===== src/design/bme_pkg.sv =====
// ----------------------------------------------------------------------------
// bme_pkg
// Shared widths, reset values and defaults for the block mean energy design.
// ----------------------------------------------------------------------------
package bme_pkg;

   // Field widths
   localparam int SAMPLE_W    = 16;
   localparam int CSR_W       = 13;
   localparam int BLOCK_NUM_W = 32;
   localparam int MEAN_W      = 39;
   localparam int SQUARE_W    = 31;   // largest square is 2^30
   localparam int RSP_DATA_W  = 72;   // 32 + 39 packed, padded to bytes

   // Default block length after reset
   localparam logic [CSR_W-1:0] LEN_RESET = 13'd320;

   // Parameter defaults
   localparam int DEFAULT_MAX_BLOCK     = 4096;
   localparam int DEFAULT_FRACTION_BITS = 8;

   // Queue between the accumulate and divide sides
   localparam int FIFO_DEPTH = 4;

endpackage


===== src/design/block_mean_energy.sv =====
// ----------------------------------------------------------------------------
// block_mean_energy
// Short-time energy: mean of squared samples over consecutive blocks.
//
//   channel | direction | handshake          | payload
//   --------+-----------+--------------------+-------------------------------
//   req     | in        | tvalid / tready    | tdata: sample
//   rsp     | out       | tvalid / tready    | tdata: block_number, energy_mean
//   csr     | in        | csr_wr_en          | csr_wr_data: block_length
//
// One sample is taken per cycle while the block queue has room.
// Each completed block is accumulated and then divided in the shared
// bit-serial divider, which takes the next block only after loading the last
// result, so short blocks throttle the input through the 4-entry queue.
// Reset clears the sum, sample count, block index and queue; the length
// register returns to 320. A stalled rsp side holds its item while the
// divider finishes the next block.
// ----------------------------------------------------------------------------
module block_mean_energy #(
   parameter int MAX_BLOCK     = bme_pkg::DEFAULT_MAX_BLOCK,
   parameter int FRACTION_BITS = bme_pkg::DEFAULT_FRACTION_BITS
) (
   input  logic                           clock,
   input  logic                           reset,
   // tdata: [15:0] sample
   input  logic                           req_tvalid,
   output logic                           req_tready,
   input  logic [bme_pkg::SAMPLE_W-1:0]   req_tdata,
   // tdata: [31:0] block_number, [70:32] energy_mean, [71] zero
   output logic                           rsp_tvalid,
   input  logic                           rsp_tready,
   output logic [bme_pkg::RSP_DATA_W-1:0] rsp_tdata,
   input  logic                           csr_wr_en,
   input  logic [bme_pkg::CSR_W-1:0]      csr_wr_data
);
   import bme_pkg::*;

   localparam int LEN_W   = $clog2(MAX_BLOCK + 1);
   localparam int SUM_W   = SQUARE_W + $clog2(MAX_BLOCK);
   localparam int ENTRY_W = BLOCK_NUM_W + SUM_W + LEN_W;

   logic [CSR_W-1:0]       length_ff, length_in;
   logic                   fifo_room;
   logic                   fifo_not_empty;
   logic                   push;
   logic                   pop;
   logic [ENTRY_W-1:0]     push_data;
   logic [ENTRY_W-1:0]     pop_data;
   logic [BLOCK_NUM_W-1:0] expect_blk_ff, expect_blk_in;

   // Capture block length writes
   assign length_in = csr_wr_en ? csr_wr_data : length_ff;

   always_ff @(posedge clock) begin
      if (reset) begin
         length_ff <= LEN_RESET;
      end else begin
         length_ff <= length_in;
      end
   end

   bme_front #(
      .MAX_BLOCK     (MAX_BLOCK),
      .FRACTION_BITS (FRACTION_BITS),
      .LEN_W         (LEN_W),
      .SUM_W         (SUM_W),
      .ENTRY_W       (ENTRY_W)
   ) u_front (
      .clock        (clock),
      .reset        (reset),
      .req_tvalid   (req_tvalid),
      .req_tready   (req_tready),
      .req_tdata    (req_tdata),
      .block_length (length_ff),
      .fifo_room    (fifo_room),
      .push         (push),
      .push_data    (push_data)
   );

   bme_fifo #(
      .WIDTH (ENTRY_W),
      .DEPTH (FIFO_DEPTH)
   ) u_fifo (
      .clock     (clock),
      .reset     (reset),
      .push      (push),
      .push_data (push_data),
      .pop       (pop),
      .pop_data  (pop_data),
      .not_empty (fifo_not_empty),
      .room      (fifo_room)
   );

   bme_back #(
      .MAX_BLOCK     (MAX_BLOCK),
      .FRACTION_BITS (FRACTION_BITS),
      .LEN_W         (LEN_W),
      .SUM_W         (SUM_W),
      .ENTRY_W       (ENTRY_W)
   ) u_back (
      .clock      (clock),
      .reset      (reset),
      .not_empty  (fifo_not_empty),
      .pop_data   (pop_data),
      .pop        (pop),
      .rsp_tvalid (rsp_tvalid),
      .rsp_tready (rsp_tready),
      .rsp_tdata  (rsp_tdata)
   );

   // Track the block index the next result item must carry
   assign expect_blk_in = (rsp_tvalid && rsp_tready) ? expect_blk_ff + 1'b1
                                                     : expect_blk_ff;

   always_ff @(posedge clock) begin
      if (reset) begin
         expect_blk_ff <= '0;
      end else begin
         expect_blk_ff <= expect_blk_in;
      end
   end

   // Results come out in block order with no gaps
   assert property (@(posedge clock) disable iff (reset)
      rsp_tvalid |-> (rsp_tdata[BLOCK_NUM_W-1:0] == expect_blk_ff))
      else $error("result block number out of sequence");

   // Backpressure on samples only while blocks are queued
   assert property (@(posedge clock) disable iff (reset)
      !req_tready |-> fifo_not_empty)
      else $error("sample input stalled with an empty queue");

   // No result item straight out of reset
   assert property (@(posedge clock)
      (!reset && $past(reset)) |-> !rsp_tvalid)
      else $error("result valid right after reset");

endmodule


===== src/design/bme_front.sv =====
// ----------------------------------------------------------------------------
// bme_front
// Accepts samples, squares them, accumulates a block sum and pushes one
// entry {block number, sum, length} into the queue when a block completes.
// ----------------------------------------------------------------------------
module bme_front #(
   parameter int MAX_BLOCK     = bme_pkg::DEFAULT_MAX_BLOCK,
   parameter int FRACTION_BITS = bme_pkg::DEFAULT_FRACTION_BITS,
   parameter int LEN_W         = $clog2(MAX_BLOCK + 1),
   parameter int SUM_W         = bme_pkg::SQUARE_W + $clog2(MAX_BLOCK),
   parameter int ENTRY_W       = bme_pkg::BLOCK_NUM_W + SUM_W + LEN_W
) (
   input  logic                         clock,
   input  logic                         reset,
   input  logic                         req_tvalid,
   output logic                         req_tready,
   input  logic [bme_pkg::SAMPLE_W-1:0] req_tdata,
   input  logic [bme_pkg::CSR_W-1:0]    block_length,
   input  logic                         fifo_room,
   output logic                         push,
   output logic [ENTRY_W-1:0]           push_data
);
   import bme_pkg::*;

   logic                   accept;
   logic [SAMPLE_W-1:0]    mag;
   logic [2*SAMPLE_W-1:0]  square_full;
   logic [LEN_W-1:0]       len_eff;
   logic [LEN_W-1:0]       count_next;
   logic                   last;
   logic [SUM_W-1:0]       sum_next;

   logic [LEN_W-1:0]       count_ff, count_in;
   logic [BLOCK_NUM_W-1:0] block_ff, block_in;
   logic                   sq_valid_ff, sq_valid_in;
   logic                   sq_last_ff, sq_last_in;
   logic [SQUARE_W-1:0]    sq_ff, sq_in;
   logic [LEN_W-1:0]       sq_len_ff, sq_len_in;
   logic [SUM_W-1:0]       sum_ff, sum_in;

   // Take samples while the queue can absorb one more completed block
   assign req_tready = fifo_room;
   assign accept     = req_tvalid & req_tready;

   // Clamp the programmed length into 1..MAX_BLOCK
   always_comb begin
      if (block_length == '0) begin
         len_eff = LEN_W'(1);
      end else if (32'(block_length) > 32'(MAX_BLOCK)) begin
         len_eff = LEN_W'(MAX_BLOCK);
      end else begin
         len_eff = LEN_W'(block_length);
      end
   end

   // Magnitude and square of the sample; 32768 fits as unsigned
   assign mag         = req_tdata[SAMPLE_W-1] ? (~req_tdata + 1'b1) : req_tdata;
   assign square_full = mag * mag;

   assign count_next = count_ff + 1'b1;
   assign last       = (count_next >= len_eff);

   // Stage one: count and square
   always_comb begin
      count_in    = count_ff;
      sq_valid_in = accept;
      sq_in       = sq_ff;
      sq_last_in  = sq_last_ff;
      sq_len_in   = sq_len_ff;
      if (accept) begin
         count_in   = last ? '0 : count_next;
         sq_in      = square_full[SQUARE_W-1:0];
         sq_last_in = last;
         sq_len_in  = len_eff;
      end
   end

   // Stage two: accumulate, hand off a finished block
   assign sum_next  = sum_ff + SUM_W'(sq_ff);
   assign push      = sq_valid_ff & sq_last_ff;
   assign push_data = {block_ff, sum_next, sq_len_ff};

   always_comb begin
      sum_in   = sum_ff;
      block_in = block_ff;
      if (sq_valid_ff) begin
         sum_in = sq_last_ff ? '0 : sum_next;
      end
      if (push) begin
         block_in = block_ff + 1'b1;
      end
   end

   always_ff @(posedge clock) begin
      if (reset) begin
         count_ff    <= '0;
         block_ff    <= '0;
         sq_valid_ff <= 1'b0;
         sum_ff      <= '0;
      end else begin
         count_ff    <= count_in;
         block_ff    <= block_in;
         sq_valid_ff <= sq_valid_in;
         sum_ff      <= sum_in;
      end
   end

   always_ff @(posedge clock) begin
      sq_ff     <= sq_in;
      sq_last_ff <= sq_last_in;
      sq_len_ff <= sq_len_in;
   end

endmodule


===== src/design/bme_fifo.sv =====
// ----------------------------------------------------------------------------
// bme_fifo
// Short queue of completed blocks between the accumulate and divide sides.
// Reports room while two slots remain, covering the block still in flight.
// ----------------------------------------------------------------------------
module bme_fifo #(
   parameter int WIDTH = 8,
   parameter int DEPTH = bme_pkg::FIFO_DEPTH
) (
   input  logic             clock,
   input  logic             reset,
   input  logic             push,
   input  logic [WIDTH-1:0] push_data,
   input  logic             pop,
   output logic [WIDTH-1:0] pop_data,
   output logic             not_empty,
   output logic             room
);
   import bme_pkg::*;

   localparam int PTR_W = (DEPTH > 1) ? $clog2(DEPTH) : 1;
   localparam int CNT_W = $clog2(DEPTH + 1);

   logic [WIDTH-1:0] entry_ff [DEPTH];
   logic [PTR_W-1:0] wr_ptr_ff, wr_ptr_in;
   logic [PTR_W-1:0] rd_ptr_ff, rd_ptr_in;
   logic [CNT_W-1:0] count_ff, count_in;

   assign pop_data  = entry_ff[rd_ptr_ff];
   assign not_empty = (count_ff != '0);
   assign room      = (count_ff <= CNT_W'(DEPTH - 2));

   // Advance pointers with wrap at DEPTH
   always_comb begin
      wr_ptr_in = wr_ptr_ff;
      rd_ptr_in = rd_ptr_ff;
      count_in  = count_ff;
      if (push) begin
         wr_ptr_in = (wr_ptr_ff == PTR_W'(DEPTH - 1)) ? '0 : wr_ptr_ff + 1'b1;
      end
      if (pop) begin
         rd_ptr_in = (rd_ptr_ff == PTR_W'(DEPTH - 1)) ? '0 : rd_ptr_ff + 1'b1;
      end
      if (push && !pop) begin
         count_in = count_ff + 1'b1;
      end else if (pop && !push) begin
         count_in = count_ff - 1'b1;
      end
   end

   always_ff @(posedge clock) begin
      if (reset) begin
         wr_ptr_ff <= '0;
         rd_ptr_ff <= '0;
         count_ff  <= '0;
      end else begin
         wr_ptr_ff <= wr_ptr_in;
         rd_ptr_ff <= rd_ptr_in;
         count_ff  <= count_in;
      end
   end

   // Store entries
   always_ff @(posedge clock) begin
      if (push) begin
         entry_ff[wr_ptr_ff] <= push_data;
      end
   end

endmodule


===== src/design/bme_back.sv =====
// ----------------------------------------------------------------------------
// bme_back
// Pops a completed block, divides (sum << FRACTION_BITS) by the length one
// quotient bit per cycle, saturates to 39 bits and holds the result item.
// ----------------------------------------------------------------------------
module bme_back #(
   parameter int MAX_BLOCK     = bme_pkg::DEFAULT_MAX_BLOCK,
   parameter int FRACTION_BITS = bme_pkg::DEFAULT_FRACTION_BITS,
   parameter int LEN_W         = $clog2(MAX_BLOCK + 1),
   parameter int SUM_W         = bme_pkg::SQUARE_W + $clog2(MAX_BLOCK),
   parameter int ENTRY_W       = bme_pkg::BLOCK_NUM_W + SUM_W + LEN_W
) (
   input  logic                           clock,
   input  logic                           reset,
   input  logic                           not_empty,
   input  logic [ENTRY_W-1:0]             pop_data,
   output logic                           pop,
   output logic                           rsp_tvalid,
   input  logic                           rsp_tready,
   output logic [bme_pkg::RSP_DATA_W-1:0] rsp_tdata
);
   import bme_pkg::*;

   localparam int NUM_W  = SUM_W + FRACTION_BITS;
   localparam int QUO_W  = (NUM_W > MEAN_W) ? NUM_W : MEAN_W;
   localparam int STEP_W = $clog2(QUO_W);

   typedef enum logic [2:0] {
      ST_IDLE   = 3'b001,
      ST_DIVIDE = 3'b010,
      ST_DONE   = 3'b100
   } back_state_type;

   back_state_type         state_ff, state_in;
   logic [QUO_W-1:0]       quo_ff, quo_in;
   logic [LEN_W-1:0]       rem_ff, rem_in;
   logic [LEN_W-1:0]       len_ff, len_in;
   logic [BLOCK_NUM_W-1:0] blk_ff, blk_in;
   logic [STEP_W-1:0]      step_ff, step_in;
   logic                   out_valid_ff, out_valid_in;
   logic [RSP_DATA_W-1:0]  out_data_ff, out_data_in;

   logic [BLOCK_NUM_W-1:0] pop_blk;
   logic [SUM_W-1:0]       pop_sum;
   logic [LEN_W-1:0]       pop_len;
   logic [LEN_W:0]         trial;
   logic                   fits;
   logic                   saturate;
   logic [MEAN_W-1:0]      mean;
   logic                   load_out;

   assign {pop_blk, pop_sum, pop_len} = pop_data;

   // One restoring step: shift in the next numerator bit, try a subtract
   assign trial = {rem_ff, quo_ff[QUO_W-1]};
   assign fits  = (trial >= {1'b0, len_ff});

   // Clip the quotient to the field
   assign saturate = (quo_ff > QUO_W'({MEAN_W{1'b1}}));
   assign mean     = saturate ? {MEAN_W{1'b1}} : quo_ff[MEAN_W-1:0];

   assign load_out = (state_ff == ST_DONE) && (!out_valid_ff || rsp_tready);
   assign pop      = (state_ff == ST_IDLE) && not_empty;

   always_comb begin
      state_in = state_ff;
      quo_in   = quo_ff;
      rem_in   = rem_ff;
      len_in   = len_ff;
      blk_in   = blk_ff;
      step_in  = step_ff;
      case (state_ff)
         ST_IDLE: begin
            if (not_empty) begin
               quo_in   = QUO_W'(pop_sum) << FRACTION_BITS;
               rem_in   = '0;
               len_in   = pop_len;
               blk_in   = pop_blk;
               step_in  = '0;
               state_in = ST_DIVIDE;
            end
         end
         ST_DIVIDE: begin
            rem_in  = fits ? LEN_W'(trial - {1'b0, len_ff}) : LEN_W'(trial);
            quo_in  = {quo_ff[QUO_W-2:0], fits};
            step_in = step_ff + 1'b1;
            if (step_ff == STEP_W'(QUO_W - 1)) begin
               state_in = ST_DONE;
            end
         end
         ST_DONE: begin
            if (load_out) begin
               state_in = ST_IDLE;
            end
         end
         default: begin
            state_in = ST_IDLE;
         end
      endcase
   end

   // Output register: hold until taken, reload when free
   always_comb begin
      out_valid_in = out_valid_ff;
      out_data_in  = out_data_ff;
      if (load_out) begin
         out_valid_in = 1'b1;
         out_data_in  = RSP_DATA_W'({mean, blk_ff});
      end else if (rsp_tready) begin
         out_valid_in = 1'b0;
      end
   end

   assign rsp_tvalid = out_valid_ff;
   assign rsp_tdata  = out_data_ff;

   always_ff @(posedge clock) begin
      if (reset) begin
         state_ff     <= ST_IDLE;
         out_valid_ff <= 1'b0;
      end else begin
         state_ff     <= state_in;
         out_valid_ff <= out_valid_in;
      end
   end

   always_ff @(posedge clock) begin
      quo_ff      <= quo_in;
      rem_ff      <= rem_in;
      len_ff      <= len_in;
      blk_ff      <= blk_in;
      step_ff     <= step_in;
      out_data_ff <= out_data_in;
   end

endmodule


===== config.mk =====
export PLATFORM = sky130hd
export DESIGN_NAME = block_mean_energy
export DESIGN_NICKNAME = d
export VERILOG_FILES = /design/src/design/bme_pkg.sv /design/src/design/block_mean_energy.sv /design/src/design/bme_front.sv /design/src/design/bme_fifo.sv /design/src/design/bme_back.sv
export SDC_FILE = /design/constraint.sdc
export NUM_CORES = 1
export LEC_CHECK = 0
export BUFFER_PORTS_ARGS = -buffer_cell sky130_fd_sc_hd__clkbuf_2
export CORE_MARGIN = 5
export CORE_UTILIZATION = 45
export CTS_CLUSTER_DIAMETER = 40
export DETAILED_ROUTE_END_ITERATION = 8
export REMOVE_ABC_BUFFERS = 1
export SYNTH_ARGS = -nofsm -noshare
export SYNTH_HDL_FRONTEND = slang
export SYNTH_SLANG_ARGS = --single-unit

===== constraint.sdc =====
create_clock -name clock -period 8.1 [get_ports clock]
set_clock_uncertainty 0.2 [all_clocks]
set_input_delay 0.405 -clock clock [delete_from_list [all_inputs] [get_ports clock]]
set_output_delay 0.405 -clock clock [all_outputs]
set_load 0.03 [all_outputs]

==> impl_metrics.toml <==
[sta]
rsz0062_at_grt = "false"
hold_violations = 0
min_period_ns = 7.78
finalMaxSlewViolations = 0
setup_ws_ns = 0.321
relSlewSlack_pct = 25.5
period_share_pct = 96.0
worst-slew-pin-transition_ns = 1.12
fmax_ghz = 0.129
setup_viol = 0
fin_tns_setup_ns = 0

[finish]
antenna_cells = 0
multi_input_area_mm2 = 0.0146
regArea_mm2 = 0.0198
fillerInstances = 6731
fin_nets = 3354
drive_gt1_share_pct = 16.4
syn_to_final_growth_pct = 14.5

[worst_hold_path]
hp-class = "input port to flop"

[grt]
grt_pass1_vias = 22611
antenna_found_initial = 0
grt_overflow_total = 0
grt_pass1_wl_um = 119000
track_usage_pct = 16.9
grt_max_degree = 71

[setup_path]
cpMostUsedCell = "fa_1"
critPathRequiredTime_ns = 8.37
crit_fanout = 3
cpPeakStageDelay_ns = 0.65
end_kind = "flop"
critPathKind = "input port to flop"
startpoint_type = "input port"
crit_slowest_cell = "or4b_2"
worst-path-buf-inv = 5
cp_top_family = "adder cells"
worstPathArrival_ns = 8.05

[synth]
ys_warn_count = 0
synth.distinct_cells = 73
synth_edf_count = 582
post-synth-top-count-cell = "edfxtp_1"
synth_common_cells = "edfxtp_1 (582), inv_1 (299), nand2_1 (295), nor2_1 (208), fa_1 (167)"
syn_inst = 2780
yosys.area.top_type = "edfxtp_1"
synthTopCellsByArea = "edfxtp_1 (49%), fa_1 (9.3%), dfxtp_1 (6.4%)"
syn_avg_cell_area_um2 = 12.9
ys_seq_area_share_pct = 55.2
synth_seq_cells = 697
async_flop_share_pct = 0
ys.flop_type = "edfxtp_1"
syn_area_mm2 = 0.0358
yosysTopAreaCellShare_pct = 48.8

[die]
die_h_um = 292
fp.coreArea_mm2 = 0.0790
ios = 108
initial_core_util_pct = 45.3
num_rows = 103
die_w_um = 292
dieArea_mm2 = 0.0853

[clock_network]
cts_max_level = 3
clk_pin_slew_ns = 0.06
tritoncts = "built"
clkLatencyLatePin_ns = 0.62
cts_buffer_depth = 3
post_cts_buffers = 0
clock-sinks = 697
cts_root_buf = "clkbuf_16"
cts_buffers = 79

[placement]
io_buffer_count = 106
dp_hpwl_um = 50900
place_ws_ns = -0.438
place_congestion = 0.871

[route]
drtIter0Drc = 982
via_per_inst = 5.19
wl_per_cell_um = 17.5
first_pass_iters = 7
drtAntennaViolNets = 0
drc = 0
vias = 21302
drt_wl_total_um = 72000

[pwr]
ir_drop_mv = 0.441
pwr-share-clk_pct = 18.7
seqPwrFrac_pct = 27.7
p_sw_share_pct = 38.6
switching_power_w = 0.00746
p_int_w = 0.0119
p_leak_nw = 16.2
power.density_mw_per_mm2 = 472
comb_power_share_pct = 53.5

[status]
status = "completed"

[run]
max_cap_violations = 0
==> routing by layer <==
metal | up-vias | GRT usage [%] | share of wire [%]
li1 | 10230 | - | -
met1 | 10554 | 22.4 | 44
met2 | 394 | 29.3 | 50
met3 | 124 | 2.11 | 3.5
met4 | 0 | 5.35 | 2.5
met5 | - | 0 | 0
==> worst reg2reg max path, cell delays in order (launching register included) <==
cell and delay [ns]:
dfxtp_1 0.41, ha_1 0.24, nand3_1 0.16, or3_1 0.41, or3_1 0.43, nor2_1 0.16
xor2_1 0.24, ha_1 0.29, nand3_1 0.07, nor4_1 0.05, a211oi_1 0.26, nand2_1 0.08
o21ai_0 0.17, buf_4 0.23, inv_1 0.07, or3_1 0.31, a21oi_1 0.14
==> per-stage QoR <==
stage	area (um2)	instances	hold WS (ns)	power, W	util [%]
5_1_grt	41000	4108	0.160	0.0211	51.9
3_5_place_dp	38100	3944	0.205	0.0158	48.2
2_1_floorplan	35500	2689	0.200	0.0126	-
3_3_place_gp	38100	3944	0.205	0.0155	48.2
6_report	41000	4108	0.157	0.0194	51.9
4_1_cts	41000	4108	0.101	0.0196	51.9
==> flip-flops by register name, summed over array words and instances (netlist names), 2 cells and up, named ones only <==
signal             count
length_ff             13
u_back.rsp_tdata      71
u_back.step_ff         6
u_back.quo_ff         51
u_fifo.entry_ff      352
u_fifo.count_ff        3
u_back.len_ff         13
u_back.state_ff        3
u_fifo.rd_ptr_ff       2
u_front.sum_ff        43
u_fifo.wr_ptr_ff       2
u_front.sq_len_ff     13
u_front.count_ff      13
u_front.block_ff      32
u_back.rem_ff         13
u_front.sq_ff         30
u_back.blk_ff         32
==> cells by family after synthesis <==
| kind of cell | Yosys count | synth area share (%) |
|---|---|---|
| fa+ha+maj | 329 | 15.0 |
| other cells | 2 | 0.0210 |
| buf+inv | 407 | 4.30 |
| xor+xnor | 139 | 3.40 |
| flops | 697 | 55.2 |
| mux | 111 | 6.18 |
| simple gates | 781 | 10.1 |
| compound gates | 314 | 5.83 |
==> area by class of cell <==
type                       count  area share (%)
clock buffer                  98            5.27
clock inverter                50            1.40
inverter                     306            2.80
multi-input combinational   1686            35.6
sequential                   697            48.2
tap                         1050            3.20
timing repair buffer         221            3.50
==> what timing repair did <==
action | in CTS | in global routing
hold buffers | 16 | 0
hold endpoints to repair | 22 | 0
resized for setup | 0 | 4
setup endpoints to repair | 0 | 1
==> placed cells by master, fill, tap and decap left out, types with 17 or more instances in the layout <==
| cell | count |
|---|---|
| clkbuf_16 | 81 |
| and3_1 | 17 |
| mux2i_1 | 23 |
| nor3_1 | 31 |
| buf_4 | 100 |
| nand3_1 | 55 |
| edfxtp_1 | 582 |
| mux4_2 | 88 |
| or2_2 | 49 |
| nand2_1 | 294 |
| nor2_1 | 203 |
| and2_1 | 17 |
| a22oi_1 | 21 |
| xor2_1 | 56 |
| xnor2_1 | 83 |
| or3_1 | 20 |
| a21oi_1 | 87 |
| dfxtp_1 | 113 |
| inv_1 | 297 |
| a21o_1 | 40 |
| fa_1 | 167 |
| o21ai_0 | 47 |
| clkbuf_2 | 105 |
| ha_1 | 162 |
==> power groups by stage <==
stage / logic, W / clock network (W) / registers (W)
after floorplan: 0.00718 / 0 / 0.00543
final: 0.0104 / 0.00363 / 0.00537
after global routing: 0.0118 / 0.00388 / 0.00542
after CTS: 0.0105 / 0.00373 / 0.00537
after detailed placement: 0.0104 / 0 / 0.00545
after global placement: 0.0101 / 0 / 0.00543
==> final timing paths <==
check / startpoint / end / slack [ns] / cells past startpoint
min reg2reg: u_back.blk_ff[7] / u_back.rsp_tdata[7] / 0.22 / 0
min: csr_wr_en / length_ff[8] / 0.16 / 2
max reg2reg: u_front.count_ff[0] / u_front.count_ff[0] / 4.10 / 16
max: req_tdata[9] / u_front.sq_ff[29] / 0.32 / 25
No activity file was read; power rests on OpenSTA's default activity.
